File: src/rtl/dtfp_pkg.sv
// Shared types, constants and register codes of the decimal text to fixed-point converter.
`timescale 1ns / 1ps

package dtfp_pkg;

    // Default sizing of the text and of the fraction.
    localparam int MAX_CHARS_DEF    = 256;
    localparam int MAX_DECIMALS_DEF = 18;

    // Width of the unsigned magnitude and of the pending decimal exponent.
    localparam int ACC_W = 63;
    localparam int EX_W  = 5;

    // Glyph codes that the parser recognises on its own.
    localparam logic [15:0] GLYPH_MINUS = 16'd45;
    localparam logic [15:0] GLYPH_ZERO  = 16'd48;
    localparam logic [15:0] GLYPH_NINE  = 16'd57;

    // Largest magnitude, and the largest value that may still be multiplied by ten.
    localparam logic [ACC_W-1:0] VMAX        = {ACC_W{1'b1}};
    localparam logic [ACC_W-1:0] SCALE_LIMIT = 63'd922337203685477580;

    // Register reset values.
    localparam logic [15:0] PERIOD_CHAR_RST   = 16'd46;
    localparam logic [4:0]  DECIMAL_COUNT_RST = 5'd0;
    localparam logic [63:0] RANGE_MIN_RST     = 64'h8000_0000_0000_0000;
    localparam logic [63:0] RANGE_MAX_RST     = 64'h7FFF_FFFF_FFFF_FFFF;

    // Register indexes on the configuration port.
    typedef enum logic [1:0] {
        REG_PERIOD_CHAR   = 2'd0,
        REG_DECIMAL_COUNT = 2'd1,
        REG_RANGE_MIN     = 2'd2,
        REG_RANGE_MAX     = 2'd3
    } reg_index_t;

    // Configuration registers as seen by the datapath.
    typedef struct packed {
        logic [15:0] period_char;
        logic [4:0]  decimal_count;
        logic [63:0] range_min;
        logic [63:0] range_max;
    } cfg_t;

    // One finished text travelling through the scaling pipeline.
    typedef struct packed {
        logic [ACC_W-1:0] mag;
        logic [EX_W-1:0]  ex;
        logic             neg;
        logic             modified;
        logic             is_empty;
    } token_t;

endpackage

File: src/rtl/dtfp_scale.sv
// One stage of the decimal scaling pipeline: multiplies by ten once while decimals are missing, or saturates.
`timescale 1ns / 1ps

module dtfp_scale (
    input  logic             clk,
    input  logic             rst_n,
    input  logic             in_valid,
    output logic             in_ready,
    input  dtfp_pkg::token_t in_tok,
    output logic             out_valid,
    input  logic             out_ready,
    output dtfp_pkg::token_t out_tok
);

    localparam int ACC_W = dtfp_pkg::ACC_W;
    localparam int EX_W  = dtfp_pkg::EX_W;

    logic             valid_reg;
    dtfp_pkg::token_t tok_reg, tok_next;
    logic [ACC_W-1:0] mag10;

    assign in_ready  = !valid_reg || out_ready;
    assign out_valid = valid_reg;
    assign out_tok   = tok_reg;

    always_comb
    begin
        mag10    = {in_tok.mag[ACC_W-4:0], 3'b000} + {in_tok.mag[ACC_W-2:0], 1'b0};
        tok_next = in_tok;
        if (in_tok.ex != '0)
        begin
            if (in_tok.mag > dtfp_pkg::SCALE_LIMIT)
            begin
                // Saturated: no further scaling is needed.
                tok_next.mag      = dtfp_pkg::VMAX;
                tok_next.modified = 1'b1;
                tok_next.ex       = '0;
            end
            else
            begin
                tok_next.mag = mag10;
                tok_next.ex  = in_tok.ex - EX_W'(1);
            end
        end
    end

    always_ff @(posedge clk or negedge rst_n)
    begin
        if (!rst_n)
        begin
            valid_reg <= 1'b0;
        end
        else if (in_ready)
        begin
            valid_reg <= in_valid;
        end
    end

    always_ff @(posedge clk)
    begin
        if (in_ready && in_valid)
        begin
            tok_reg <= tok_next;
        end
    end

endmodule

File: config.mk
export PLATFORM = sky130hd
export DESIGN_NAME = dtfp_scale
export DESIGN_NICKNAME = d
export VERILOG_FILES = /design/src/rtl/dtfp_pkg.sv /design/src/rtl/dtfp_scale.sv
export SDC_FILE = /design/constraint.sdc
export NUM_CORES = 1
export LEC_CHECK = 0
export ABC_AREA = 1
export BUFFER_PORTS_ARGS = -buffer_cell sky130_fd_sc_hd__buf_2
export CORE_AREA = 2 2 179 137
export DETAILED_ROUTE_END_ITERATION = 8
export DIE_AREA = 0 0 181 139
export PLACE_DENSITY = 0.58
export SLEW_MARGIN = 0
export SYNTH_ARGS = -nofsm -noshare
export SYNTH_HDL_FRONTEND = slang
export SYNTH_SLANG_ARGS = --single-unit
File: constraint.sdc
create_clock -name clk -period 9.23 [get_ports clk]
set_clock_uncertainty 0.15 [all_clocks]
set_input_delay 1.3845 -clock clk [delete_from_list [all_inputs] [get_ports clk]]
set_output_delay 1.3845 -clock clk [all_outputs]
set_load 0.005 [all_outputs]
# == Word level (Yosys, flattened, before mapping) ==
# Index checks and enable logic that the tools add are counted.
# totals
ff_bits,72
inputBits,75
output_inout_bits,73
word_cells,17
# op_classes
n_addsub,2
order_cmp,1
muxes,4
reduce_logical,4
# op_table
cell,count
2-to-1 mux 68 bit,2
adder 63 bit,1
> comparator 63 x 60 -> 1 bit (second input constant),1
nonzero test 5 bit,1
subtractor 5 x 1 -> 5 bit (second input constant),1
2-to-1 mux 1 bit,2
logical AND 1 bit,1
zero test 1 bit,1
logical OR 1 bit,1

# == Longest topological paths before layout ==
# Gate-level depths: netlist of the first run.
# logic_depth
ltp_word,3
mapped_depth,16

# == Worst setup path after synthesis of the first run ==
# Ideal clock, no wire load.
# synth_timing
path_type,input -> register
startpoint,in in_valid
endpoint,"reg tok_reg, in the netlist out_tok[0] (enable)"
setup_time_ps,523
t_arrival_ps,4867
path_slack_ps,3689
cell_stages,2
path_buffers,0
path_cell_list,inv_1 > a21oi_1
# synth_between
elab_chain_cells,1
# synth_lines
item,line_no,source
from (decl),dtfp_scale.sv:7,"input logic in_valid,"
logical AND 1 bit,dtfp_scale.sv:61,if (in_ready && in_valid)
to (signal assigned),dtfp_scale.sv:63,tok_reg <= tok_next;
to (decl),dtfp_scale.sv:19,"dtfp_pkg::token_t tok_reg, tok_next;"
# No other way between the ends.
# A chain may end at the register's enable or synchronous reset.

==> impl_table.tex, run 1 <==
\begin{tabular}{lr}
\hline
Metric & Value \\
\hline
\multicolumn{2}{l}{\textbf{Run status}} \\
Status & finished clean \\
\multicolumn{2}{l}{\textbf{GRT}} \\
Number of global-route vias before repair & 8930 \\
Number of antenna violations at the first check in global routing & 0 \\
Maximum number of pins on one net before global-route repair & 72 \\
Overflow left after global routing & 0 \\
First-pass GRT wire length & 49400 um \\
Total track usage & between 20\% and 30\% \\
\multicolumn{2}{l}{\textbf{Drt}} \\
Number of antenna-violating nets in the routed design & 0 \\
Total via count in the routed design & 9881 \\
Post-DR wirelength/cell & $\sim$15 um \\
DR iter-0 viols & 876 \\
Post-detailed-routing wire length & 32000 um \\
Detailed-route vias per instance & about 4.8 \\
Iteration count of the initial detailed-routing pass & 5 \\
Detailed-route DRC error count & 0 \\
\multicolumn{2}{l}{\textbf{Layout}} \\
Fill cell total of the finished layout & 2662 \\
Fraction of final layout cells sized beyond drive strength 1 & about 13\% \\
Total Nets Final & 1906 \\
Multi-input logic area & $\sim$5600 um\^{}2 \\
Leading cell type in the layout, fill and taps excluded & sky130\_fd\_sc\_hd\_\_nand2\_1 \\
Area growth syn-to-layout & 14.4\% \\
Count of inserted antenna diode cells & 0 \\
Register area & 2160 um\^{}2 \\
Final cell count without fillers & 2080 \\
Final non-filler cell area & 10500 um\^{}2 \\
Commonest cells after routing, fill and taps aside & sky130\_fd\_sc\_hd\_\_nand2\_1 (612), sky130\_fd\_sc\_hd\_\_inv\_1 (351), sky130\_fd\_sc\_hd\_\_nor2\_1 (245), sky130\_fd\_sc\_hd\_\_buf\_2 (147), sky130\_fd\_sc\_hd\_\_edfxtp\_1 (71) \\
\multicolumn{2}{l}{\textbf{Worst setup path}} \\
Type of element capturing the critical path & flip-flop \\
Required time of the worst setup path & 9.19 ns \\
Top fanout value on the critical path & 6 \\
Critical path launch point type & input port \\
Data arrival, critical path & 3.72 ns \\
Crit path kind & in2reg \\
\multicolumn{2}{l}{\textbf{STA}} \\
Post-route fraction of the period consumed by the critical path & 40.8\% \\
Fmax & 266 MHz \\
Worst hold margin & 0.428 ns \\
Headroom to the max-slew limit & approximately 34\% \\
Least-Margin Pin Slew & 0.992 ns \\
Final number of max-transition violations & 0 \\
RSZ-0062 raised after global routing & no \\
Accumulated negative setup slack & 0 ns \\
Total of endpoints with negative setup slack in the final report & 0 \\
Hold violation count in the final report & 0 \\
Final critical path time including I/O delays and setup & approximately 3.8 ns \\
\multicolumn{2}{l}{\textbf{Floorplanning}} \\
Core Box Area & between 20000 and 25000 um\^{}2 \\
\# rows & 49 \\
Boundary Pins & about 150 \\
Height of the die & 139 um \\
Starting density of the core & between 30 and 40\% \\
Chip Width & 181 um \\
Total Die Area & between 20000 and 30000 um\^{}2 \\
\multicolumn{2}{l}{\textbf{Synthesis}} \\
Synth warn & 0 \\
Count of unique library cells instantiated by Yosys & 32 \\
Post-synthesis cell count & about 1600 \\
Sequential-to-total area share from yosys stat & 23.4\% \\
Top flip-flop cell by instance count after synthesis & sky130\_fd\_sc\_hd\_\_edfxtp\_1 \\
Library cell with the largest summed area after synthesis & sky130\_fd\_sc\_hd\_\_nand2\_1 \\
Post-synth top area share & 25.0\% \\
Proportion of synthesized flip-flops having asynchronous set or reset & under 10\% \\
Ranking of synthesized cells by area & sky130\_fd\_sc\_hd\_\_nand2\_1 (25\%), sky130\_fd\_sc\_hd\_\_edfxtp\_1 (23\%), sky130\_fd\_sc\_hd\_\_inv\_1 (14\%), sky130\_fd\_sc\_hd\_\_nor2\_1 (10\%), sky130\_fd\_sc\_hd\_\_ha\_1 (8.2\%) \\
Number of register bits inferred by synthesis & 72 \\
Synthesized netlist net count & between 1500 and 2000 \\
Area of the mapped netlist & $\sim$9200 um\^{}2 \\
Number of enable-type register cells in the synthesized netlist & 71 \\
Syn\_area\_per\_cell & 5.67 um\^{}2 \\
\multicolumn{2}{l}{\textbf{Clocking}} \\
Post-cts repair resize count & 0 \\
CTS Buf Count & 9 \\
Clock tree from TritonCTS & done \\
Post-CTS setup-driven buffer insertion count & 0 \\
Hold buffer count at cts & 0 \\
Insertion delay of the later-clocked pin in the worst-skew pair & 0.35 ns \\
Clock root cell & sky130\_fd\_sc\_hd\_\_clkbuf\_16 \\
Clk buf depth & 2 \\
Register clock-pin slew on the reported worst setup and hold paths & 0.06 ns \\
Clock sink count & 72 \\
H-tree depth & 3 \\
\multicolumn{2}{l}{\textbf{Worst hold path}} \\
Worst min-delay path class & reg2reg \\
\multicolumn{2}{l}{\textbf{Placed design}} \\
Final weighted congestion of routability-driven global placement & 0.934 \\
Cell area reported after detailed placement & 10200 um\^{}2 \\
Number of port buffers & 147 \\
Total half-perimeter wirelength after legalization and detailed placement & approximately 26000 um \\
Number of cells after detailed placement & 2065 \\
\multicolumn{2}{l}{\textbf{Job}} \\
Max-cap viol count & 0 \\
\multicolumn{2}{l}{\textbf{Power}} \\
Leakage power total & slightly below 6 nW \\
Total power & 0.00121 W \\
Cell Pwr Density & 115 nW/um\^{}2 \\
VDD IR max & between 0.07 and 0.08 mV \\
\hline
\end{tabular}
## flip-flops by register name, indices dropped and copies added (netlist names)
register / flops
out_valid: 1
out_tok: 71
## cell families (layout without fill, tap and decap cells)
kind of cell | after synthesis | count (layout) | synth area share [%]
AOI/OAI and AO/OA | 65 | 65 | 3.79
xor gates and xnor gates | 33 | 33 | 3.14
DFF | 72 | 72 | 23.4
adders and majority gates | 61 | 61 | 8.38
buffers and inverters | 365 | 516 | 15.6
and+or+nand+nor | 1027 | 1027 | 45.7
## cell type report
cell class	instances	area share [%]
inverter	352	12.6
sequential	72	20.5
tap	306	3.64
clock buffer	11	2.21
multi-input combinational	1186	53.4
timing repair buffer	149	7.13
clock inverter	4	0.523
## stage by stage
stage	setup slack [ns]	util [%]
after floorplan	3.69	-
after global placement	5.24	43.5
after detailed placement	5.22	43.5
after CTS	5.59	44.7
after global routing	5.36	44.7
final	5.47	44.7
## cells in the mapped netlist (all sizes together), types with 4 or more instances
cell type and n:
a21oi 49, and2 5, buf 6, clkbuf 7
edfxtp 71, ha 60, inv 352, nand2 615
nand3 58, nand3b 4, nand4 21, nor2 301
nor3 17, o21ai 10, xnor2 7, xor2 26
## worst max-delay path: stages
cell and delay, ns:
sky130_fd_sc_hd__buf_2 0.16, sky130_fd_sc_hd__ha_1 0.36, sky130_fd_sc_hd__nand2_1 0.12, sky130_fd_sc_hd__nor2_1 0.39, sky130_fd_sc_hd__nand2_1 0.25, sky130_fd_sc_hd__nor2_1 0.14, sky130_fd_sc_hd__nand2_1 0.06, sky130_fd_sc_hd__nand3b_1 0.24
sky130_fd_sc_hd__nand2_1 0.24, sky130_fd_sc_hd__nand3_1 0.14, sky130_fd_sc_hd__nand2_1 0.08, sky130_fd_sc_hd__nor2_1 0.09, sky130_fd_sc_hd__nor2_1 0.06
## report_power, final
| group | internal, W | switching [W] |
|---|---|---|
| sequential | 0.000376 | 0.00000328 |
| combinational | 0.000143 | 0.000313 |
| clock | 0.000210 | 0.000163 |
| total | 0.000729 | 0.000480 |
## metal layers
metal	vias up	GRT usage (%)	share of wire [%]	routed length, um
li1	5174	-	-	-
met1	4413	39.1	52	16600
met2	272	37.2	40	12800
met3	22	4.49	7.1	2270
met4	0	4.71	1.1	350
met5	-	0	0	0
## final timing paths
check,to,slack [ns],cells past startpoint,start
worst max-delay path,out_tok[65],5.47,13,in_tok[21]
worst min-delay path,out_valid,0.43,2,out_valid
worst max register to register,out_tok[44],7.33,2,out_valid
worst min register to register,out_valid,0.43,2,out_valid
max in group asynchronous,out_valid,8.21,1,rst_n
min in group asynchronous,out_valid,0.64,1,rst_n
Power figures use the tool's default switching activity.
==> run 2: changes to the inputs <==
--- a/config.mk
+++ b/config.mk
@@ -5,12 +5,12 @@
 export SDC_FILE = /design/constraint.sdc
 export NUM_CORES = 1
 export LEC_CHECK = 0
-export ABC_AREA = 1
+export ABC_AREA = 0
 export BUFFER_PORTS_ARGS = -buffer_cell sky130_fd_sc_hd__buf_2
-export CORE_AREA = 2 2 179 137
+export CORE_AREA = 2 2 155 119
 export DETAILED_ROUTE_END_ITERATION = 8
-export DIE_AREA = 0 0 181 139
-export PLACE_DENSITY = 0.58
+export DIE_AREA = 0 0 157 121
+export PLACE_DENSITY = 0.6
 export SLEW_MARGIN = 0
 export SYNTH_ARGS = -nofsm -noshare
 export SYNTH_HDL_FRONTEND = slang
==> constraint.sdc (replaced) <==
create_clock -name clk -period 3.5 [get_ports clk]
set_clock_uncertainty 0.15 [all_clocks]
set_input_delay 0.525 -clock clk [delete_from_list [all_inputs] [get_ports clk]]
set_output_delay 0.525 -clock clk [all_outputs]
set_load 0.005 [all_outputs]
==> run 2 against run 1 <==
Synthesized cell count is 52% lower. Critical endpoint is now out_tok[67]. Sequential share of layout area is 4.5 points higher. Die area is 24% lower. Register-to-register slack worse by 5.7 ns. Clock-buffer cell count is 2 lower. Final area is 18% lower.
==> impl_table.tex, run 2 <==
\begin{tabular}{lr}
\hline
Metric & Value \\
\hline
\multicolumn{2}{l}{\textbf{GRT}} \\
Number of antenna violations at the first check in global routing & 0 (unchanged) \\
Number of global-route vias before repair & 6494 (-27\%) \\
Maximum number of pins on one net before global-route repair & 72 (unchanged) \\
Overflow left after global routing & 0 (unchanged) \\
Total track usage & 23.5\% (-2.0 points) \\
First-pass GRT wire length & 34900 um (-29\%) \\
\multicolumn{2}{l}{\textbf{STA}} \\
Hold violation count in the final report & 0 (unchanged) \\
Final number of max-transition violations & 0 (unchanged) \\
Post-route fraction of the period consumed by the critical path & a little over nine tenths \\
Worst hold margin & 0.202 ns (-0.226 ns) \\
Final critical path time including I/O delays and setup & 3.28 ns \\
Fmax & 305 MHz \\
Headroom to the max-slew limit & 34.5\% (+0.59 points) \\
RSZ-0062 raised after global routing & no \\
Total of endpoints with negative setup slack in the final report & 0 (unchanged) \\
Setup ws final & 0.218 ns (-5.25 ns) \\
Accumulated negative setup slack & 0 ns (unchanged) \\
Least-Margin Pin Slew & 0.983 ns (-0.00884 ns) \\
\multicolumn{2}{l}{\textbf{Worst setup path}} \\
Reg-to-Reg Start & out\_valid \\
Data arrival, critical path & 3.23 ns (-0.49 ns) \\
Critical path launch point type & input port \\
R2R Setup Slk & 1.65 ns (-5.68 ns) \\
Top fanout value on the critical path & 3 (-3) \\
FF-to-FF path depth & 2 (unchanged) \\
Type of element capturing the critical path & flip-flop \\
Start point of the critical path & in\_tok[8] \\
Required time of the worst setup path & 3.44 ns (-5.75 ns) \\
Crit path kind & in2reg \\
RR Endpoint & out\_tok[34] \\
\multicolumn{2}{l}{\textbf{Clocking}} \\
CTS Buf Count & 9 (unchanged) \\
Clk buf depth & 2 (unchanged) \\
Clock sink count & 72 (unchanged) \\
Register clock-pin slew on the reported worst setup and hold paths & 0.06 ns (about the same) \\
Clock tree from TritonCTS & done \\
H-tree depth & 3 (unchanged) \\
Insertion delay of the later-clocked pin in the worst-skew pair & 0.35 ns (about the same) \\
Clock root cell & sky130\_fd\_sc\_hd\_\_clkbuf\_16 \\
\multicolumn{2}{l}{\textbf{Layout}} \\
Fraction of final layout cells sized beyond drive strength 1 & 27.4\% (+15 points) \\
Final non-filler cell area & 8640 um\^{}2 (-18\%) \\
Commonest cells after routing, fill and taps aside & sky130\_fd\_sc\_hd\_\_buf\_2 (147), sky130\_fd\_sc\_hd\_\_nor2\_1 (81), sky130\_fd\_sc\_hd\_\_buf\_4 (79), sky130\_fd\_sc\_hd\_\_a21oi\_1 (73), sky130\_fd\_sc\_hd\_\_edfxtp\_1 (71) \\
Fill cell total of the finished layout & 1702 (-36\%) \\
Total Nets Final & 1115 (-42\%) \\
Leading cell type in the layout, fill and taps excluded & sky130\_fd\_sc\_hd\_\_buf\_2 \\
Area growth syn-to-layout & 25.1\% \\
Largest register FFs & 71 (unchanged) \\
Count of inserted antenna diode cells & 0 (unchanged) \\
\multicolumn{2}{l}{\textbf{Worst hold path}} \\
Cell depth of the worst hold path & 1 (-1) \\
End point of the worst hold path & out\_tok[2] \\
Worst min-delay path class & in2reg \\
Min-delay src & in\_tok[2] \\
\multicolumn{2}{l}{\textbf{Drt}} \\
DR iter-0 viols & 610 (-30\%) \\
Post-DR wirelength/cell & 18.3 um (+19\%) \\
Iteration count of the initial detailed-routing pass & 5 (unchanged) \\
Total via count in the routed design & 6963 (-30\%) \\
Detailed-route vias per instance & 5.68 (+20\%) \\
Detailed-route DRC error count & 0 (unchanged) \\
Number of antenna-violating nets in the routed design & 0 (unchanged) \\
Post-detailed-routing wire length & 22400 um (-30\%) \\
\multicolumn{2}{l}{\textbf{Floorplanning}} \\
Boundary Pins & 148 (unchanged) \\
Total Die Area & 19000 um\^{}2 (-24\%) \\
Height of the die & 121 um (-13\%) \\
\# rows & 42 (-14\%) \\
Starting density of the core & 39.7\% (+0.64 points) \\
Core Box Area & 17400 um\^{}2 (-26\%) \\
Chip Width & 157 um (-13\%) \\
\multicolumn{2}{l}{\textbf{Synthesis}} \\
Number of register bits inferred by synthesis & 72 (unchanged) \\
Synthesized netlist net count & 919 (-48\%) \\
Sequential-to-total area share from yosys stat & 31.2\% (+7.8 points) \\
Count of unique library cells instantiated by Yosys & 78 (+140\%) \\
Proportion of synthesized flip-flops having asynchronous set or reset & 1.39\% (unchanged) \\
Most frequent cell after synthesis & sky130\_fd\_sc\_hd\_\_nor2\_1 \\
Syn\_area\_per\_cell & 8.82 um\^{}2 (+56\%) \\
Synth warn & 0 (unchanged) \\
Number of enable-type register cells in the synthesized netlist & 71 (unchanged) \\
Top flip-flop cell by instance count after synthesis & sky130\_fd\_sc\_hd\_\_edfxtp\_1 \\
Post-synthesis cell count & 783 (-52\%) \\
Most instantiated cells after synthesis & sky130\_fd\_sc\_hd\_\_nor2\_1 (81), sky130\_fd\_sc\_hd\_\_a21oi\_1 (73), sky130\_fd\_sc\_hd\_\_edfxtp\_1 (71) \\
Post-synth top area share & 30.9\% (+5.9 points) \\
Library cell with the largest summed area after synthesis & sky130\_fd\_sc\_hd\_\_edfxtp\_1 \\
Ranking of synthesized cells by area & sky130\_fd\_sc\_hd\_\_edfxtp\_1 (31\%), sky130\_fd\_sc\_hd\_\_ha\_1 (11\%), sky130\_fd\_sc\_hd\_\_a21oi\_1 (5.3\%), sky130\_fd\_sc\_hd\_\_nor2\_1 (4.4\%), sky130\_fd\_sc\_hd\_\_xor2\_1 (4.1\%) \\
Area of the mapped netlist & 6910 um\^{}2 (-25\%) \\
\multicolumn{2}{l}{\textbf{Placed design}} \\
Cell area reported after detailed placement & 8320 um\^{}2 (-19\%) \\
Post-Place Worst Slack & -0.200 ns (-5.42 ns) \\
Number of port buffers & 147 (unchanged) \\
Total half-perimeter wirelength after legalization and detailed placement & 17700 um (-33\%) \\
Final weighted congestion of routability-driven global placement & 0.913 (-2.3\%) \\
\multicolumn{2}{l}{\textbf{Run status}} \\
Status & finished clean \\
\multicolumn{2}{l}{\textbf{Power}} \\
VDD IR max & 0.164 mV (+110\%) \\
Leakage power total & 3.50 nW (-41\%) \\
Cell Pwr Density & 351 nW/um\^{}2 (+210\%) \\
\multicolumn{2}{l}{\textbf{Job}} \\
Max-cap viol count & 0 (unchanged) \\
\hline
\end{tabular}
[run 2: changes by cell type after synthesis, moves of 19 or more]
| cell | delta |
|---|---|
| sky130_fd_sc_hd__inv_1 | -338 |
| sky130_fd_sc_hd__xnor2_1 | +19 |
| sky130_fd_sc_hd__o21ai_0 | +25 |
| sky130_fd_sc_hd__a31oi_1 | +36 |
| sky130_fd_sc_hd__nor2_2 | -54 |
| sky130_fd_sc_hd__o22a_1 | +29 |
| sky130_fd_sc_hd__a21o_1 | +29 |
| sky130_fd_sc_hd__nand3_1 | -39 |
| sky130_fd_sc_hd__nand2_1 | -550 |
| sky130_fd_sc_hd__nor2_1 | -164 |
| sky130_fd_sc_hd__a21oi_1 | +25 |
[run 2: critical path, stage by stage]
cell                       delay (ns)
sky130_fd_sc_hd__buf_2           0.09
sky130_fd_sc_hd__ha_1            0.16
sky130_fd_sc_hd__inv_1           0.05
sky130_fd_sc_hd__fa_1            0.40
sky130_fd_sc_hd__nand2b_1        0.19
sky130_fd_sc_hd__a211oi_2        0.26
sky130_fd_sc_hd__o211ai_1        0.16
sky130_fd_sc_hd__a211oi_2        0.26
sky130_fd_sc_hd__nor2_1          0.10
sky130_fd_sc_hd__o21ai_2         0.16
sky130_fd_sc_hd__a21oi_1         0.11
sky130_fd_sc_hd__o41a_1          0.40
sky130_fd_sc_hd__nor4b_2         0.27
sky130_fd_sc_hd__nor3_1          0.08
[run 2: worst max-delay path by stage]
stage	to	slack, ns	cells past startpoint
floorplan	out_tok[61]	0.20	13
global placement	out_tok[67]	-0.06	14
detailed placement	out_tok[67]	-0.20	14
CTS	out_tok[67]	0.17	14
global route	out_tok[61]	0.02	15
finish	out_tok[67]	0.22	14
[run 2: cell families (layout without fill, tap and decap cells)]
| family | after synthesis | count (layout) | share of synthesized area (%) |
|---|---|---|---|
| compound gates | 279 | 279 | 27.7 |
| simple gates | 253 | 253 | 17.7 |
| flops | 72 | 72 | 31.2 |
| fa+ha+maj | 61 | 61 | 11.2 |
| buf+inv | 59 | 260 | 4.82 |
| xor+xnor | 58 | 58 | 7.35 |
| mux | 1 | 1 | 0.145 |
[run 2: metrics by stage]
stage	instances	total power, W	utilization [%]
after detailed placement	1209	0.00206	47.8
after global routing	1226	0.00319	49.7
after CTS	1226	0.00305	49.7
final	1226	0.00304	49.7
after floorplan	783	0.00167	-
after global placement	1209	0.00207	47.8
[run 2: layer usage]
| layer | up-vias | share of wire [%] | GRT usage, % |
|---|---|---|---|
| li1 | 3379 | - | - |
| met1 | 3252 | 50 | 36.6 |
| met2 | 311 | 40 | 32.5 |
| met3 | 21 | 8.8 | 5.29 |
| met4 | 0 | 1.2 | 4.99 |
| met5 | - | 0 | 0 |
[run 2: report_power, final]
part	switching, W	leakage, nW	internal [W]
clock network	0.000410	0.139	0.000560
registers	0.00000926	0.577	0.000991
logic	0.000603	2.78	0.000464
total	0.00102	3.50	0.00201
[run 2: layout make-up]
class                   count  area [um^2]  area share, %
flip-flops and latches     72         2160           25.0
repair buffers            230         1400           16.2
multi-input cells         652         4430           51.2
clock buffers               9          225           2.61
inverters                  14         52.6          0.608
clock inverters             7         78.8          0.912
well taps                 242          303           3.50
[run 2: what timing repair did]
| item | CTS | global route |
|---|---|---|
| endpoints found under the hold margin | 1 | 0 |
| endpoints found under the setup margin | 0 | 1 |
| hold buffers | 1 | 0 |
| gates resized for setup | 0 | 1 |
| buffers inserted | 0 | 0 |
==> run 3: changes to the inputs <==
==> constraint.sdc (replaced) <==
create_clock -name clk -period 3.3 [get_ports clk]
set_clock_uncertainty 0.15 [all_clocks]
set_input_delay 0.495 -clock clk [delete_from_list [all_inputs] [get_ports clk]]
set_output_delay 0.495 -clock clk [all_outputs]
set_load 0.005 [all_outputs]
==> run 3 against run 2 <==
Register-to-register slack lost 0.14 ns. Utilization grew 3.4 points. Via count grew 3.0%. Clock-buffer cell count is the same. Global-route usage grew 0.39 points. Highest routed layer unchanged. Non-clock buffer count grew 71. Wire length grew 1.2%. Sequential power grew 6%. Largest cell class unchanged. Critical endpoint unchanged. Hold slack lost 0.029 ns. Die area is the same.
==> impl_table.tex, run 3 (synthesis gave the netlist of run 2 again) <==
\begin{tabular}{lr}
\hline
Metric & Value \\
\hline
\multicolumn{2}{l}{\textbf{Job}} \\
Max-cap viol count & 0 (unchanged) \\
\multicolumn{2}{l}{\textbf{Worst setup path}} \\
R2R Setup Slk & 1.51 ns (-0.14 ns) \\
Top fanout value on the critical path & 3 (unchanged) \\
Crit path kind & in2reg \\
Required time of the worst setup path & 3.25 ns (-0.19 ns) \\
Type of element capturing the critical path & flip-flop \\
Data arrival, critical path & 3.17 ns (-0.06 ns) \\
Critical path launch point type & input port \\
\multicolumn{2}{l}{\textbf{Clocking}} \\
H-tree depth & 3 (unchanged) \\
CTS Buf Count & 9 (unchanged) \\
Register clock-pin slew on the reported worst setup and hold paths & 0.07 ns (about the same) \\
Clock root cell & sky130\_fd\_sc\_hd\_\_clkbuf\_16 \\
Clock tree from TritonCTS & done \\
Insertion delay of the later-clocked pin in the worst-skew pair & 0.34 ns (about the same) \\
Clock sink count & 72 (unchanged) \\
Clk buf depth & 2 (unchanged) \\
\multicolumn{2}{l}{\textbf{Drt}} \\
DR iter-0 viols & 568 (-6.9\%) \\
Number of antenna-violating nets in the routed design & 0 (unchanged) \\
Detailed-route DRC error count & 0 (unchanged) \\
Detailed-route vias per instance & 5.53 (-2.6\%) \\
Iteration count of the initial detailed-routing pass & 5 (unchanged) \\
Post-detailed-routing wire length & 22700 um (+1.2\%) \\
Total via count in the routed design & 7173 (+3.0\%) \\
Post-DR wirelength/cell & 17.5 um (-4.3\%) \\
\multicolumn{2}{l}{\textbf{Layout}} \\
Largest register FFs & 71 (unchanged) \\
Count of inserted antenna diode cells & 0 (unchanged) \\
Total Nets Final & 1186 (+6.4\%) \\
Final Util & 53.1\% (+3.4 points) \\
Final non-filler cell area & 9240 um\^{}2 (+6.8\%) \\
Commonest cells after routing, fill and taps aside & sky130\_fd\_sc\_hd\_\_buf\_4 (150), sky130\_fd\_sc\_hd\_\_buf\_2 (145), sky130\_fd\_sc\_hd\_\_nor2\_1 (80), sky130\_fd\_sc\_hd\_\_a21oi\_1 (72), sky130\_fd\_sc\_hd\_\_edfxtp\_1 (71) \\
Area growth syn-to-layout & 33.7\% \\
Fraction of final layout cells sized beyond drive strength 1 & 33.0\% (+5.5 points) \\
Leading cell type in the layout, fill and taps excluded & sky130\_fd\_sc\_hd\_\_buf\_4 \\
\multicolumn{2}{l}{\textbf{Run status}} \\
Status & finished clean \\
\multicolumn{2}{l}{\textbf{STA}} \\
Hold violation count in the final report & 0 (unchanged) \\
Least-Margin Pin Slew & 0.682 ns (-0.301 ns) \\
Accumulated negative setup slack & 0 ns (unchanged) \\
Headroom to the max-slew limit & 54.1\% (+20 points) \\
Fmax & 311 MHz \\
RSZ-0062 raised after global routing & yes \\
Final critical path time including I/O delays and setup & 3.21 ns \\
Post-route fraction of the period consumed by the critical path & 97.4\% \\
Total of endpoints with negative setup slack in the final report & 0 (unchanged) \\
Final number of max-transition violations & 0 (unchanged) \\
\multicolumn{2}{l}{\textbf{Placed design}} \\
Total half-perimeter wirelength after legalization and detailed placement & 18100 um (+2.5\%) \\
Cell area reported after detailed placement & 8820 um\^{}2 (+6.0\%) \\
Number of port buffers & 147 (unchanged) \\
Final weighted congestion of routability-driven global placement & 0.897 (-1.7\%) \\
\multicolumn{2}{l}{\textbf{Floorplanning}} \\
Chip Width & 157 um (unchanged) \\
Height of the die & 121 um (unchanged) \\
Boundary Pins & 148 (unchanged) \\
Starting density of the core & 39.7\% (unchanged) \\
\# rows & 42 (unchanged) \\
Total Die Area & 19000 um\^{}2 (unchanged) \\
Core Box Area & 17400 um\^{}2 (unchanged) \\
\multicolumn{2}{l}{\textbf{Power}} \\
Seq pwr share & 32.0\% (-0.9 points) \\
Net Sw Frac & 33.2\% (-0.48 points) \\
Leakage power total & 3.85 nW (+10\%) \\
VDD IR max & 0.181 mV (+11\%) \\
Cell Pwr Density & 358 nW/um\^{}2 (+1.8\%) \\
Combinational share of power & 37.3\% (+2.2 points) \\
Clock group share of total power & 30.6\% (-1.3 points) \\
Total internal power & 0.00221 W (+9.6\%) \\
Switching power & 0.00110 W (+7.2\%) \\
\multicolumn{2}{l}{\textbf{GRT}} \\
Number of antenna violations at the first check in global routing & 0 (unchanged) \\
Number of global-route vias before repair & 6692 (+3.0\%) \\
Maximum number of pins on one net before global-route repair & 70 (-2.8\%) \\
First-pass GRT wire length & 35500 um (+1.7\%) \\
Overflow left after global routing & 0 (unchanged) \\
Total track usage & 23.9\% (+0.39 points) \\
\multicolumn{2}{l}{\textbf{Worst hold path}} \\
Worst min-delay path class & in2reg \\
\hline
\end{tabular}
## run 3: path summary, 6_finish.rpt
check,startpoint,to,cells after the start
max in group asynchronous,rst_n,out_valid,2
worst max-delay path,in_tok[10],out_tok[67],14
min in group asynchronous,rst_n,out_valid,2
worst max register to register,out_valid,out_tok[20],3
worst min register to register,out_valid,out_valid,2
worst min-delay path,in_tok[0],out_tok[0],1
## run 3: per-stage QoR
| step | setup slack [ns] | total power (W) | hold slack [ns] | std cells |
|---|---|---|---|---|
| finish | 0.0850 | 0.00330 | 0.173 | 1297 |
| floorplan | 0.0265 | 0.00177 | 0.0494 | 783 |
| detailed placement | -0.365 | 0.00227 | 0.122 | 1275 |
| global placement | -0.231 | 0.00227 | 0.122 | 1275 |
| global route | -0.0155 | 0.00348 | 0.162 | 1297 |
| CTS | 0.0113 | 0.00329 | 0.160 | 1292 |
## run 3: routing by layer
metal / vias to the layer above / part of all wire (%) / track usage, %
met3: 20 / 6.6 / 3.00
met5: - / 0 / 0
li1: 3520 / - / -
met4: 0 / 1.2 / 4.99
met2: 258 / 41 / 34.8
met1: 3375 / 51 / 37.3
## run 3: timing repair
| action | 4_1_cts | 5_1_grt |
|---|---|---|
| hold endpoints to repair | 1 | 0 |
| setup buffers | 0 | 5 |
| setup endpoints to repair | 0 | 12 |
| resized for setup | 0 | 16 |
| hold buffers | 1 | 0 |
## run 3: worst max-delay path, cell delays in order
cell,delay [ns]
sky130_fd_sc_hd__buf_8,0.08
sky130_fd_sc_hd__ha_4,0.13
sky130_fd_sc_hd__inv_2,0.04
sky130_fd_sc_hd__fa_2,0.36
sky130_fd_sc_hd__nand2b_4,0.16
sky130_fd_sc_hd__a211oi_4,0.28
sky130_fd_sc_hd__o211ai_1,0.19
sky130_fd_sc_hd__a211oi_2,0.31
sky130_fd_sc_hd__nor2_2,0.09
sky130_fd_sc_hd__o21ai_2,0.15
sky130_fd_sc_hd__a21oi_2,0.09
sky130_fd_sc_hd__o41a_1,0.45
sky130_fd_sc_hd__nor4b_2,0.30
sky130_fd_sc_hd__nor3_1,0.07
## run 3: area by class of cell
| class | instances | area, um^2 |
|---|---|---|
| Clock buffer | 9 | 225 |
| Clock inverter | 7 | 72.6 |
| Multi-Input combinational cell | 652 | 4480 |
| Sequential cell | 72 | 2160 |
| Inverter | 14 | 52.6 |
| Tap cell | 242 | 303 |
| Fill cell | 1646 | 8160 |
| Timing Repair Buffer | 301 | 1950 |
## run 3: power groups by stage
stage	registers (W)	logic [W]	clock network [W]
CTS	0.00106	0.00120	0.00103
floorplan	0.00109	0.000689	0
global placement	0.00108	0.00119	0
global route	0.00106	0.00135	0.00107
finish	0.00106	0.00123	0.00101
detailed placement	0.00108	0.00119	0
